--- config.mk ---
export PLATFORM = sky130hd
export DESIGN_NAME = knn_classifier
export DESIGN_NICKNAME = d
export VERILOG_FILES = /design/src/knn_pkg.sv /design/src/knn_store.sv /design/src/knn_sqacc.sv /design/src/knn_nbr.sv /design/src/knn_classifier.sv
export SDC_FILE = /design/constraint.sdc
export NUM_CORES = 2
export LEC_CHECK = 0
export ABC_CLOCK_PERIOD_IN_PS = 11100
export BUFFER_PORTS_ARGS = -buffer_cell sky130_fd_sc_hd__clkbuf_2
export CAP_MARGIN = 15
export CORE_MARGIN = 2
export CORE_UTILIZATION = 55
export DETAILED_ROUTE_END_ITERATION = 8
export GPL_TIMING_DRIVEN = 0
export MAX_ROUTING_LAYER = met4
export PLACE_DENSITY = 0.8
export SYNTH_ARGS = -nofsm -noshare
export SYNTH_HDL_FRONTEND = slang
export SYNTH_SLANG_ARGS = --single-unit
--- constraint.sdc ---
create_clock -name clk -period 11.1 [get_ports clk]
set_input_delay 1.11 -clock clk [delete_from_list [all_inputs] [get_ports clk]]
set_output_delay 1.11 -clock clk [all_outputs]
set_load 0.1 [all_outputs]
--- src/knn_pkg.sv ---
// Types, constants and helpers shared by the k-nearest-neighbor classifier.
// No dependencies; every other file in src imports this package.
package knn_pkg;

	localparam int MAX_SAMPLES   = 32;
	localparam int NUM_FEATURES  = 4;
	localparam int NUM_NEIGHBORS = 3;
	localparam int NUM_CLASSES   = 3;
	localparam int FEATURE_BITS  = 16;

	localparam int IDX_W   = (MAX_SAMPLES > 1) ? $clog2(MAX_SAMPLES) : 1;
	localparam int CNT_W   = $clog2(MAX_SAMPLES + 1);
	localparam int STEP_W  = $clog2(NUM_FEATURES + 1);
	localparam int FSEL_W  = (NUM_FEATURES > 1) ? $clog2(NUM_FEATURES) : 1;
	localparam int SQ_W    = 2 * FEATURE_BITS;
	localparam int DIST_W  = SQ_W + $clog2(NUM_FEATURES);
	localparam int CLASS_W = 2;
	localparam int VOTE_W  = $clog2(NUM_NEIGHBORS + 1);
	localparam int STAT_W  = 2;
	localparam int ACT_W   = 2;

	// Request action codes
	localparam logic [ACT_W-1:0] ACT_CLEAR    = 2'd0;
	localparam logic [ACT_W-1:0] ACT_LOAD     = 2'd1;
	localparam logic [ACT_W-1:0] ACT_CLASSIFY = 2'd2;

	// Result status codes
	localparam logic [STAT_W-1:0] STAT_DONE = 2'd0;
	localparam logic [STAT_W-1:0] STAT_FULL = 2'd1;
	localparam logic [STAT_W-1:0] STAT_PRED = 2'd2;

	typedef logic [NUM_FEATURES-1:0][FEATURE_BITS-1:0] feat_vec_t;

	typedef struct packed {
		logic [ACT_W-1:0]        action;
		logic [FEATURE_BITS-1:0] feature_0;
		logic [FEATURE_BITS-1:0] feature_1;
		logic [FEATURE_BITS-1:0] feature_2;
		logic [FEATURE_BITS-1:0] feature_3;
		logic [CLASS_W-1:0]      class_label;
	} req_t;

	typedef struct packed {
		logic [STAT_W-1:0]  status;
		logic [CLASS_W-1:0] predicted_class;
		logic [VOTE_W-1:0]  winning_votes;
		logic [DIST_W-1:0]  nearest_distance;
	} res_t;

	typedef struct packed {
		logic [CLASS_W-1:0] label;
		feat_vec_t          feats;
	} sample_t;

	typedef struct packed {
		logic            en;
		logic [IDX_W-1:0] addr;
		sample_t         data;
	} store_wr_t;

	typedef struct packed {
		logic init;
		logic ins;
	} nbr_ctl_t;

	typedef struct packed {
		logic [CLASS_W-1:0] pred;
		logic [VOTE_W-1:0]  votes;
		logic [DIST_W-1:0]  nearest;
	} vote_t;

	typedef enum logic [1:0] {
		S_IDLE,
		S_FETCH,
		S_SCAN,
		S_VOTE
	} state_t;

	function automatic feat_vec_t pack_features(input req_t r);
		feat_vec_t v;
		v[0] = r.feature_0;
		v[1] = r.feature_1;
		v[2] = r.feature_2;
		v[3] = r.feature_3;
		return v;
	endfunction

endpackage

--- src/knn_store.sv ---
// Training sample memory: one write port, one registered read port.
// Depends on knn_pkg.
module knn_store (
	input  logic                    clk,
	input  knn_pkg::store_wr_t      wr,
	input  logic                    rd_en,
	input  logic [knn_pkg::IDX_W-1:0] rd_addr,
	output knn_pkg::sample_t        rd_data
);
	import knn_pkg::*;

	sample_t mem [MAX_SAMPLES];
	sample_t rd_data_q;

	always_ff @(posedge clk) begin
		if (wr.en) begin
			mem[wr.addr] <= wr.data;
		end
	end

	always_ff @(posedge clk) begin
		if (rd_en) begin
			rd_data_q <= mem[rd_addr];
		end
	end

	assign rd_data = rd_data_q;

endmodule

--- src/knn_sqacc.sv ---
// Shared squared-difference unit with accumulator: one feature per cycle.
// Depends on knn_pkg.
module knn_sqacc (
	input  logic                          clk,
	input  logic [knn_pkg::FEATURE_BITS-1:0] a,
	input  logic [knn_pkg::FEATURE_BITS-1:0] b,
	input  logic                          clr,
	output logic [knn_pkg::DIST_W-1:0]    sum
);
	import knn_pkg::*;

	logic [FEATURE_BITS-1:0] diff;
	logic [SQ_W-1:0]         sq_s1;
	logic [DIST_W-1:0]       acc_q;

	assign diff = (a > b) ? (a - b) : (b - a);

	always_ff @(posedge clk) begin
		sq_s1 <= SQ_W'(diff) * SQ_W'(diff);
		acc_q <= clr ? '0 : (acc_q + DIST_W'(sq_s1));
	end

	// acc_q lags one product behind; fold in the last one
	assign sum = acc_q + DIST_W'(sq_s1);

endmodule

--- src/knn_nbr.sv ---
// Sorted nearest-neighbor list with insertion and majority vote.
// Depends on knn_pkg.
module knn_nbr (
	input  logic                        clk,
	input  logic                        arst_n,
	input  knn_pkg::nbr_ctl_t           ctl,
	input  logic [knn_pkg::DIST_W-1:0]  distance,
	input  logic [knn_pkg::CLASS_W-1:0] label,
	output knn_pkg::vote_t              vote
);
	import knn_pkg::*;

	logic [DIST_W-1:0]  nd_q [NUM_NEIGHBORS];
	logic [CLASS_W-1:0] nl_q [NUM_NEIGHBORS];
	logic               nv_q [NUM_NEIGHBORS];

	logic [DIST_W-1:0]  prev_d [NUM_NEIGHBORS];
	logic [CLASS_W-1:0] prev_l [NUM_NEIGHBORS];
	logic               prev_v [NUM_NEIGHBORS];
	logic [NUM_NEIGHBORS-1:0] cand;
	logic [NUM_NEIGHBORS-1:0] take;

	logic [VOTE_W-1:0]  votes [NUM_CLASSES];
	logic [CLASS_W-1:0] best;
	logic [VOTE_W-1:0]  best_v;

	// List stays sorted with valid entries first, so cand is a suffix mask
	for (genvar s = 0; s < NUM_NEIGHBORS; s++) begin : g_slot
		assign cand[s] = !nv_q[s] || (distance < nd_q[s]);
		if (s == 0) begin : g_head
			assign take[s]   = cand[s];
			assign prev_d[s] = distance;
			assign prev_l[s] = label;
			assign prev_v[s] = 1'b1;
		end else begin : g_tail
			assign take[s]   = cand[s] && !cand[s-1];
			assign prev_d[s] = nd_q[s-1];
			assign prev_l[s] = nl_q[s-1];
			assign prev_v[s] = nv_q[s-1];
		end
	end

	always_ff @(posedge clk or negedge arst_n) begin
		if (!arst_n) begin
			for (int s = 0; s < NUM_NEIGHBORS; s++) nv_q[s] <= 1'b0;
		end else if (ctl.init) begin
			for (int s = 0; s < NUM_NEIGHBORS; s++) nv_q[s] <= 1'b0;
		end else if (ctl.ins) begin
			// the slot taking the new sample fills; a shifted slot inherits its neighbor's flag
			for (int s = 0; s < NUM_NEIGHBORS; s++) begin
				if (cand[s]) nv_q[s] <= take[s] | prev_v[s];
			end
		end
	end

	always_ff @(posedge clk) begin
		if (ctl.ins) begin
			for (int s = 0; s < NUM_NEIGHBORS; s++) begin
				if (take[s]) begin
					nd_q[s] <= distance;
					nl_q[s] <= label;
				end else if (cand[s]) begin
					nd_q[s] <= prev_d[s];
					nl_q[s] <= prev_l[s];
				end
			end
		end
	end

	always_comb begin
		for (int c = 0; c < NUM_CLASSES; c++) begin
			votes[c] = '0;
			for (int s = 0; s < NUM_NEIGHBORS; s++) begin
				if (nv_q[s] && nl_q[s] == CLASS_W'(c)) votes[c] = votes[c] + VOTE_W'(1);
			end
		end
		best   = '0;
		best_v = votes[0];
		// strict compare keeps the lowest class on ties
		for (int c = 1; c < NUM_CLASSES; c++) begin
			if (votes[c] > best_v) begin
				best   = CLASS_W'(c);
				best_v = votes[c];
			end
		end
	end

	assign vote.pred    = best;
	assign vote.votes   = best_v;
	assign vote.nearest = nv_q[0] ? nd_q[0] : '0;

endmodule

--- src/knn_classifier.sv ---
// k-nearest-neighbor classifier (k = 3) top level: sequencer, request and result ports.
// Depends on knn_pkg, knn_store, knn_sqacc and knn_nbr.
//
//   channel  | signals                   | payload
//   ---------+---------------------------+---------------------------------------
//   request  | req_valid in, req_stall out | req: action, features, class_label
//   result   | res_valid out, res_stall in | res: status, class, votes, distance
//
// Clear, load and the unused action load the result register directly on accept.
// Classify fetches the first stored sample, then scans the samples in turn: the single
// squarer handles one feature per cycle, and a final step per sample does the last add
// and list insert; a classify on an empty store is answered directly from idle.
// Reset clears the sample count, the sequencer and the result valid; memory is not cleared.
// A request is taken only when idle and the result register is free or draining.
module knn_classifier (
	input  logic           clk,
	input  logic           arst_n,
	input  logic           req_valid,
	output logic           req_stall,
	input  knn_pkg::req_t  req,
	output logic           res_valid,
	input  logic           res_stall,
	output knn_pkg::res_t  res
);
	import knn_pkg::*;

	state_t state_q, state_d;

	logic [CNT_W-1:0]  count_q;
	logic [IDX_W-1:0]  idx_q;
	logic [STEP_W-1:0] step_q;
	feat_vec_t         query_q;

	logic  res_valid_q;
	res_t  res_q;
	res_t  res_d;
	logic  res_load;
	logic  res_free;

	logic  req_acc;
	logic  cnt_clr, cnt_inc, scan_start, step_adv, next_sample;
	logic  last_sample;

	store_wr_t        wr;
	logic             rd_en;
	logic [IDX_W-1:0] rd_addr;
	sample_t          rd_data;

	logic              acc_clr;
	logic [FSEL_W-1:0] fsel;
	logic [DIST_W-1:0] distance;

	nbr_ctl_t nb_ctl;
	vote_t    vote;

	assign res_free    = !res_valid_q || !res_stall;
	assign req_acc     = req_valid && !req_stall;
	assign last_sample = (CNT_W'(idx_q) + CNT_W'(1)) == count_q;
	assign fsel        = step_q[FSEL_W-1:0];

	knn_store u_store (
		.clk     (clk),
		.wr      (wr),
		.rd_en   (rd_en),
		.rd_addr (rd_addr),
		.rd_data (rd_data)
	);

	knn_sqacc u_sqacc (
		.clk (clk),
		.a   (rd_data.feats[fsel]),
		.b   (query_q[fsel]),
		.clr (acc_clr),
		.sum (distance)
	);

	knn_nbr u_nbr (
		.clk      (clk),
		.arst_n   (arst_n),
		.ctl      (nb_ctl),
		.distance (distance),
		.label    (rd_data.label),
		.vote     (vote)
	);

	always_ff @(posedge clk or negedge arst_n) begin
		if (!arst_n) begin
			state_q <= S_IDLE;
		end else begin
			state_q <= state_d;
		end
	end

	always_comb begin
		state_d     = state_q;
		req_stall   = 1'b1;
		wr.en       = 1'b0;
		wr.addr     = count_q[IDX_W-1:0];
		wr.data     = '{label: req.class_label, feats: pack_features(req)};
		rd_en       = 1'b0;
		rd_addr     = idx_q;
		acc_clr     = 1'b0;
		nb_ctl      = '0;
		res_load    = 1'b0;
		res_d       = '0;
		cnt_clr     = 1'b0;
		cnt_inc     = 1'b0;
		scan_start  = 1'b0;
		step_adv    = 1'b0;
		next_sample = 1'b0;
		unique case (state_q)
			S_IDLE: begin
				req_stall = !res_free;
				if (req_valid && res_free) begin
					unique case (req.action)
						ACT_CLEAR: begin
							cnt_clr      = 1'b1;
							res_load     = 1'b1;
							res_d.status = STAT_DONE;
						end
						ACT_LOAD: begin
							res_load = 1'b1;
							if (count_q >= CNT_W'(MAX_SAMPLES)) begin
								res_d.status = STAT_FULL;
							end else begin
								wr.en        = 1'b1;
								cnt_inc      = 1'b1;
								res_d.status = STAT_DONE;
							end
						end
						ACT_CLASSIFY: begin
							if (count_q == '0) begin
								res_load     = 1'b1;
								res_d.status = STAT_PRED;
							end else begin
								scan_start  = 1'b1;
								nb_ctl.init = 1'b1;
								state_d     = S_FETCH;
							end
						end
						default: begin
							res_load     = 1'b1;
							res_d.status = STAT_DONE;
						end
					endcase
				end
			end
			S_FETCH: begin
				rd_en   = 1'b1;
				state_d = S_SCAN;
			end
			S_SCAN: begin
				acc_clr = (step_q == '0);
				if (step_q == STEP_W'(NUM_FEATURES)) begin
					nb_ctl.ins = 1'b1;
					if (last_sample) begin
						state_d = S_VOTE;
					end else begin
						// prefetch the next sample while inserting this one
						rd_en       = 1'b1;
						rd_addr     = idx_q + IDX_W'(1);
						next_sample = 1'b1;
					end
				end else begin
					step_adv = 1'b1;
				end
			end
			S_VOTE: begin
				if (res_free) begin
					res_load               = 1'b1;
					res_d.status           = STAT_PRED;
					res_d.predicted_class  = vote.pred;
					res_d.winning_votes    = vote.votes;
					res_d.nearest_distance = vote.nearest;
					state_d                = S_IDLE;
				end
			end
		endcase
	end

	always_ff @(posedge clk or negedge arst_n) begin
		if (!arst_n) begin
			count_q <= '0;
		end else if (cnt_clr) begin
			count_q <= '0;
		end else if (cnt_inc) begin
			count_q <= count_q + CNT_W'(1);
		end
	end

	always_ff @(posedge clk or negedge arst_n) begin
		if (!arst_n) begin
			idx_q  <= '0;
			step_q <= '0;
		end else if (scan_start) begin
			idx_q  <= '0;
			step_q <= '0;
		end else if (next_sample) begin
			idx_q  <= idx_q + IDX_W'(1);
			step_q <= '0;
		end else if (step_adv) begin
			step_q <= step_q + STEP_W'(1);
		end
	end

	always_ff @(posedge clk) begin
		if (scan_start) begin
			query_q <= pack_features(req);
		end
	end

	always_ff @(posedge clk or negedge arst_n) begin
		if (!arst_n) begin
			res_valid_q <= 1'b0;
		end else if (res_load) begin
			res_valid_q <= 1'b1;
		end else if (!res_stall) begin
			res_valid_q <= 1'b0;
		end
	end

	always_ff @(posedge clk) begin
		if (res_load) begin
			res_q <= res_d;
		end
	end

	assign res_valid = res_valid_q;
	assign res       = res_q;

	a_count_max: assert property (@(posedge clk) disable iff (!arst_n)
		count_q <= CNT_W'(MAX_SAMPLES))
		else $error("sample count above store depth");

	a_scan_idx: assert property (@(posedge clk) disable iff (!arst_n)
		state_q == S_SCAN |-> CNT_W'(idx_q) < count_q)
		else $error("scan index past stored samples");

	a_res_src: assert property (@(posedge clk) disable iff (!arst_n)
		$rose(res_valid_q) |-> $past(state_q == S_IDLE || state_q == S_VOTE))
		else $error("result raised outside idle or vote");

	a_classify_start: assert property (@(posedge clk) disable iff (!arst_n)
		(req_acc && req.action == ACT_CLASSIFY && count_q != '0) |=> state_q == S_FETCH)
		else $error("classify request did not start a scan");

endmodule
==> flow_summary_export.csv <==
group,metric,value,unit
run_status,outcome,"finished with violations",
run_status,violations,"design-rule violations, max-slew violations",
detailed_routing,drt-total-wl,384000,µm
global_routing,first_global_vias,75700,
placement,post_dp_cell_area,117000,µm²
floorplanning,rows,164,
sta,final-max-slew-violation-count,2,
synthesis,synthCells,8352,
clock_network,clk_pin_slew_worst_paths,0.07,ns
synthesis,synth.distinct_cells,87,
detailed_routing,wire_per_inst,32.7,µm
sta,finalHoldViolations,0,
detailed_routing,via_count,79900,
clock_network,clk_latency,0.96,ns
clock_network,cts_tree,"done",
worst_setup_path,r2r_slack,0.53,ns
sta,fin_crit,10.57,ns
synthesis,syn_avg_cell_area,13.3,µm²
detailed_routing,via_per_inst,6.81,
global_routing,grt_overflow,0,
synthesis,synth.most_common_cell,"edfxtp_1",
floorplanning,die_w,453,µm
cells_and_area,drive_above_1_share,12.4,%
floorplanning,die_h,453,µm
cells_and_area,final_area,126000,µm²
synthesis,yosysSeqAreaShare,66.4,%
sta,whs,0.137,ns
worst_setup_path,critical_path_required,11.89,ns
pwr,irDropWorstVdd,0.187,mV
detailed_routing,drc,12,
pwr,leakage,45.0,nW
global_routing,grt_max_degree,49,
min_path,min_path_type,"primary input to async pin",
detailed_routing,drtIter0Drc,15500,
synthesis,netlist.area_leader.share,64.8,%
worst_setup_path,crit_type,"flip-flop to flip-flop",
worst_setup_path,cp-end-kind,"flip-flop",
sta,slew_headroom,-15.0,%
floorplanning,dieArea,205000,µm²
global_routing,antenna_found_initial,37,
placement,hpwl,265000,µm
cells_and_area,areaGrowthSynthToFinish,13.3,%
synthesis,netlist_area,111000,µm²
floorplanning,core,200000,µm²
cells_and_area,layout.nets,9351,
synthesis,synthArstFlopShare,0.808,%
clock_network,clk_path_buf_depth,3,
sta,worst_pin_slew,1.72,ns
worst_setup_path,cp-start-kind,"flip-flop",
sta,skew,0.0883,ns
detailed_routing,dr.pass1.iters,9,
worst_setup_path,critical-path-max-stage-delay,0.70,ns
sta,tns,0,ns
floorplanning,io_pins,114,
worst_setup_path,worst_ep_arrival_time,11.36,ns
clock_network,clock_sinks,2475,
placement,gp_congestion,1.04,
placement,io_buffers,113,
sta,max_freq,94.6,MHz
sta,post-route-period-util,95.2,%
floorplanning,initial_core_util,55.4,%
global_routing,grt_usage,37.8,%
synthesis,synth_area_leaders,"edfxtp_1 65%, nand2_1 5.7%, ha_1 3.2%, fa_1 3.0%, nand3_1 2.1%",
worst_setup_path,slowest_stage,"mux4_2",
synthesis,syn-num-nets,8874,
worst_setup_path,critPathMaxFanout,10,
clock_network,htreeDepth,4,
flow_run,drv_cap,0,
synthesis,synth_edf_count,2390,
synthesis,ys.flop_type,"edfxtp_1",
clock_network,cts_root_buffer,"clkbuf_16",
clock_network,cts_inserted_buffers,237,
worst_setup_path,rr_startpoint,"step_q[0]$_DFFE_PN0P_",
synthesis,yosysTopAreaCell,"edfxtp_1",
pwr,power_density,149,nW/µm²
synthesis,synthTopCellsByCount,"2,390 x edfxtp_1, 1,668 x nand2_1, 461 x nand3_1",
worst_setup_path,startpoint,"step_q[0]$_DFFE_PN0P_",
cells_and_area,fill_cells,14200,
synthesis,yosys_warnings,0,
global_routing,grt_pass1_wl,533000,µm
synthesis,ys_ff_latch,2475,
detailed_routing,postRouteAntennaNets,0,
clock_network,cts_hold_buf,0,
sta,setup_violations,0,
sequential cells by signal, summed over array words and instances (netlist names):
signal	flops
step_q	3
u_nbr.nv_q	3
u_store.mem	2112
u_store.rd_data	66
state_q	2
idx_q	5
res_valid	1
u_sqacc.sq_s1	31
count_q	6
u_nbr.nl_q	6
query_q	64
u_nbr.nd_q	102
res	40
u_sqacc.acc_q	34
critical path: cells and delay by family (launching register included):
kind	cells	cell delay [ns]
XOR/XNOR	2	0.28
AO/OA/AOI/OAI	10	1.99
buffers and inverters	12	1.84
adder cells (fa/ha/maj)	8	3.78
multiplexers	2	1.01
AND/OR/NAND/NOR	5	1.12
flip-flops	1	0.35
cells in the final DEF (no fill, tap or decap), types with 186 or more instances in the layout:
| cell | n |
|---|---|
| nor2_1 | 209 |
| ha_1 | 286 |
| a21oi_1 | 274 |
| edfxtp_1 | 2390 |
| nand2_1 | 1668 |
| mux2_2 | 186 |
| clkbuf_16 | 240 |
| clkbuf_1 | 276 |
| inv_1 | 405 |
| nand3_1 | 461 |
| a221oi_1 | 207 |
where the power goes:
group | internal [mW] | leakage (nW) | switching (mW)
combinational | 0.00878 | 19.0 | 0.163
clock | 4.66 | 3.83 | 3.59
sequential | 10.2 | 22.2 | 0
total | 14.9 | 45.0 | 3.75
final timing paths:
check | endpoint | cells after the start
min in group clk | u_nbr.nl_q[0][0]$_DFFE_PP_ | 0
min reg2reg | u_nbr.nl_q[0][0]$_DFFE_PP_ | 0
min | count_q[2]$_DFFE_PN0P_ | 1
max | u_sqacc.sq_s1[30]$_DFF_P_ | 39
max in group asynchronous | count_q[4]$_DFFE_PN0P_ | 1
max reg2reg | u_sqacc.sq_s1[30]$_DFF_P_ | 39
through the flow:
step / setup slack (ns) / instances / utilization [%] / power [mW]
3_3_place_gp: -1.63 / 11100 / 57.3 / 10.6
2_1_floorplan: 1.33 / 8352 / - / 10.4
4_1_cts: 0.000730 / 11700 / 62.6 / 18.6
5_1_grt: -0.00823 / 11700 / 62.7 / 18.9
3_5_place_dp: -1.31 / 11200 / 58.6 / 10.6
6_report: 0.529 / 11700 / 62.7 / 18.6
cells by family after synthesis:
| kind of cell | synth area share, % |
|---|---|
| xor+xnor | 0.764 |
| compound gates | 8.52 |
| buf+inv | 3.33 |
| mux | 4.24 |
| simple gates | 10.6 |
| flops | 66.4 |
| fa+ha+maj | 6.19 |
per-layer routing:
layer  GRT usage [%]  part of all wire, %  vias to the layer above
li1                -                    -                    32100
met1            45.2                   32                    38700
met2            54.1                   43                     7463
met3            13.7                   16                     1679
met4            24.4                  8.2                        0
met5               -                    0                        -
what timing repair did:
action / in CTS / in global routing
cloned: 0 / 0
endpoints found under the setup margin: 18 / 11
resized for setup: 23 / 36
setup buffers: 3 / 9
pin swaps: 0 / 4
final cells by class:
class | instances | area, µm² | share of cell area, %
sequential | 2475 | 73600 | 58.6
multi-input combinational | 4991 | 33900 | 27.0
clock buffer | 295 | 6270 | 5.00
tap | 2656 | 3320 | 2.65
timing repair buffer | 240 | 2980 | 2.38
buffer | 473 | 2200 | 1.75
clock inverter | 149 | 1600 | 1.27
inverter | 411 | 1550 | 1.24
antenna | 42 | 105 | 0.0837
Power figures use the tool's default switching activity.
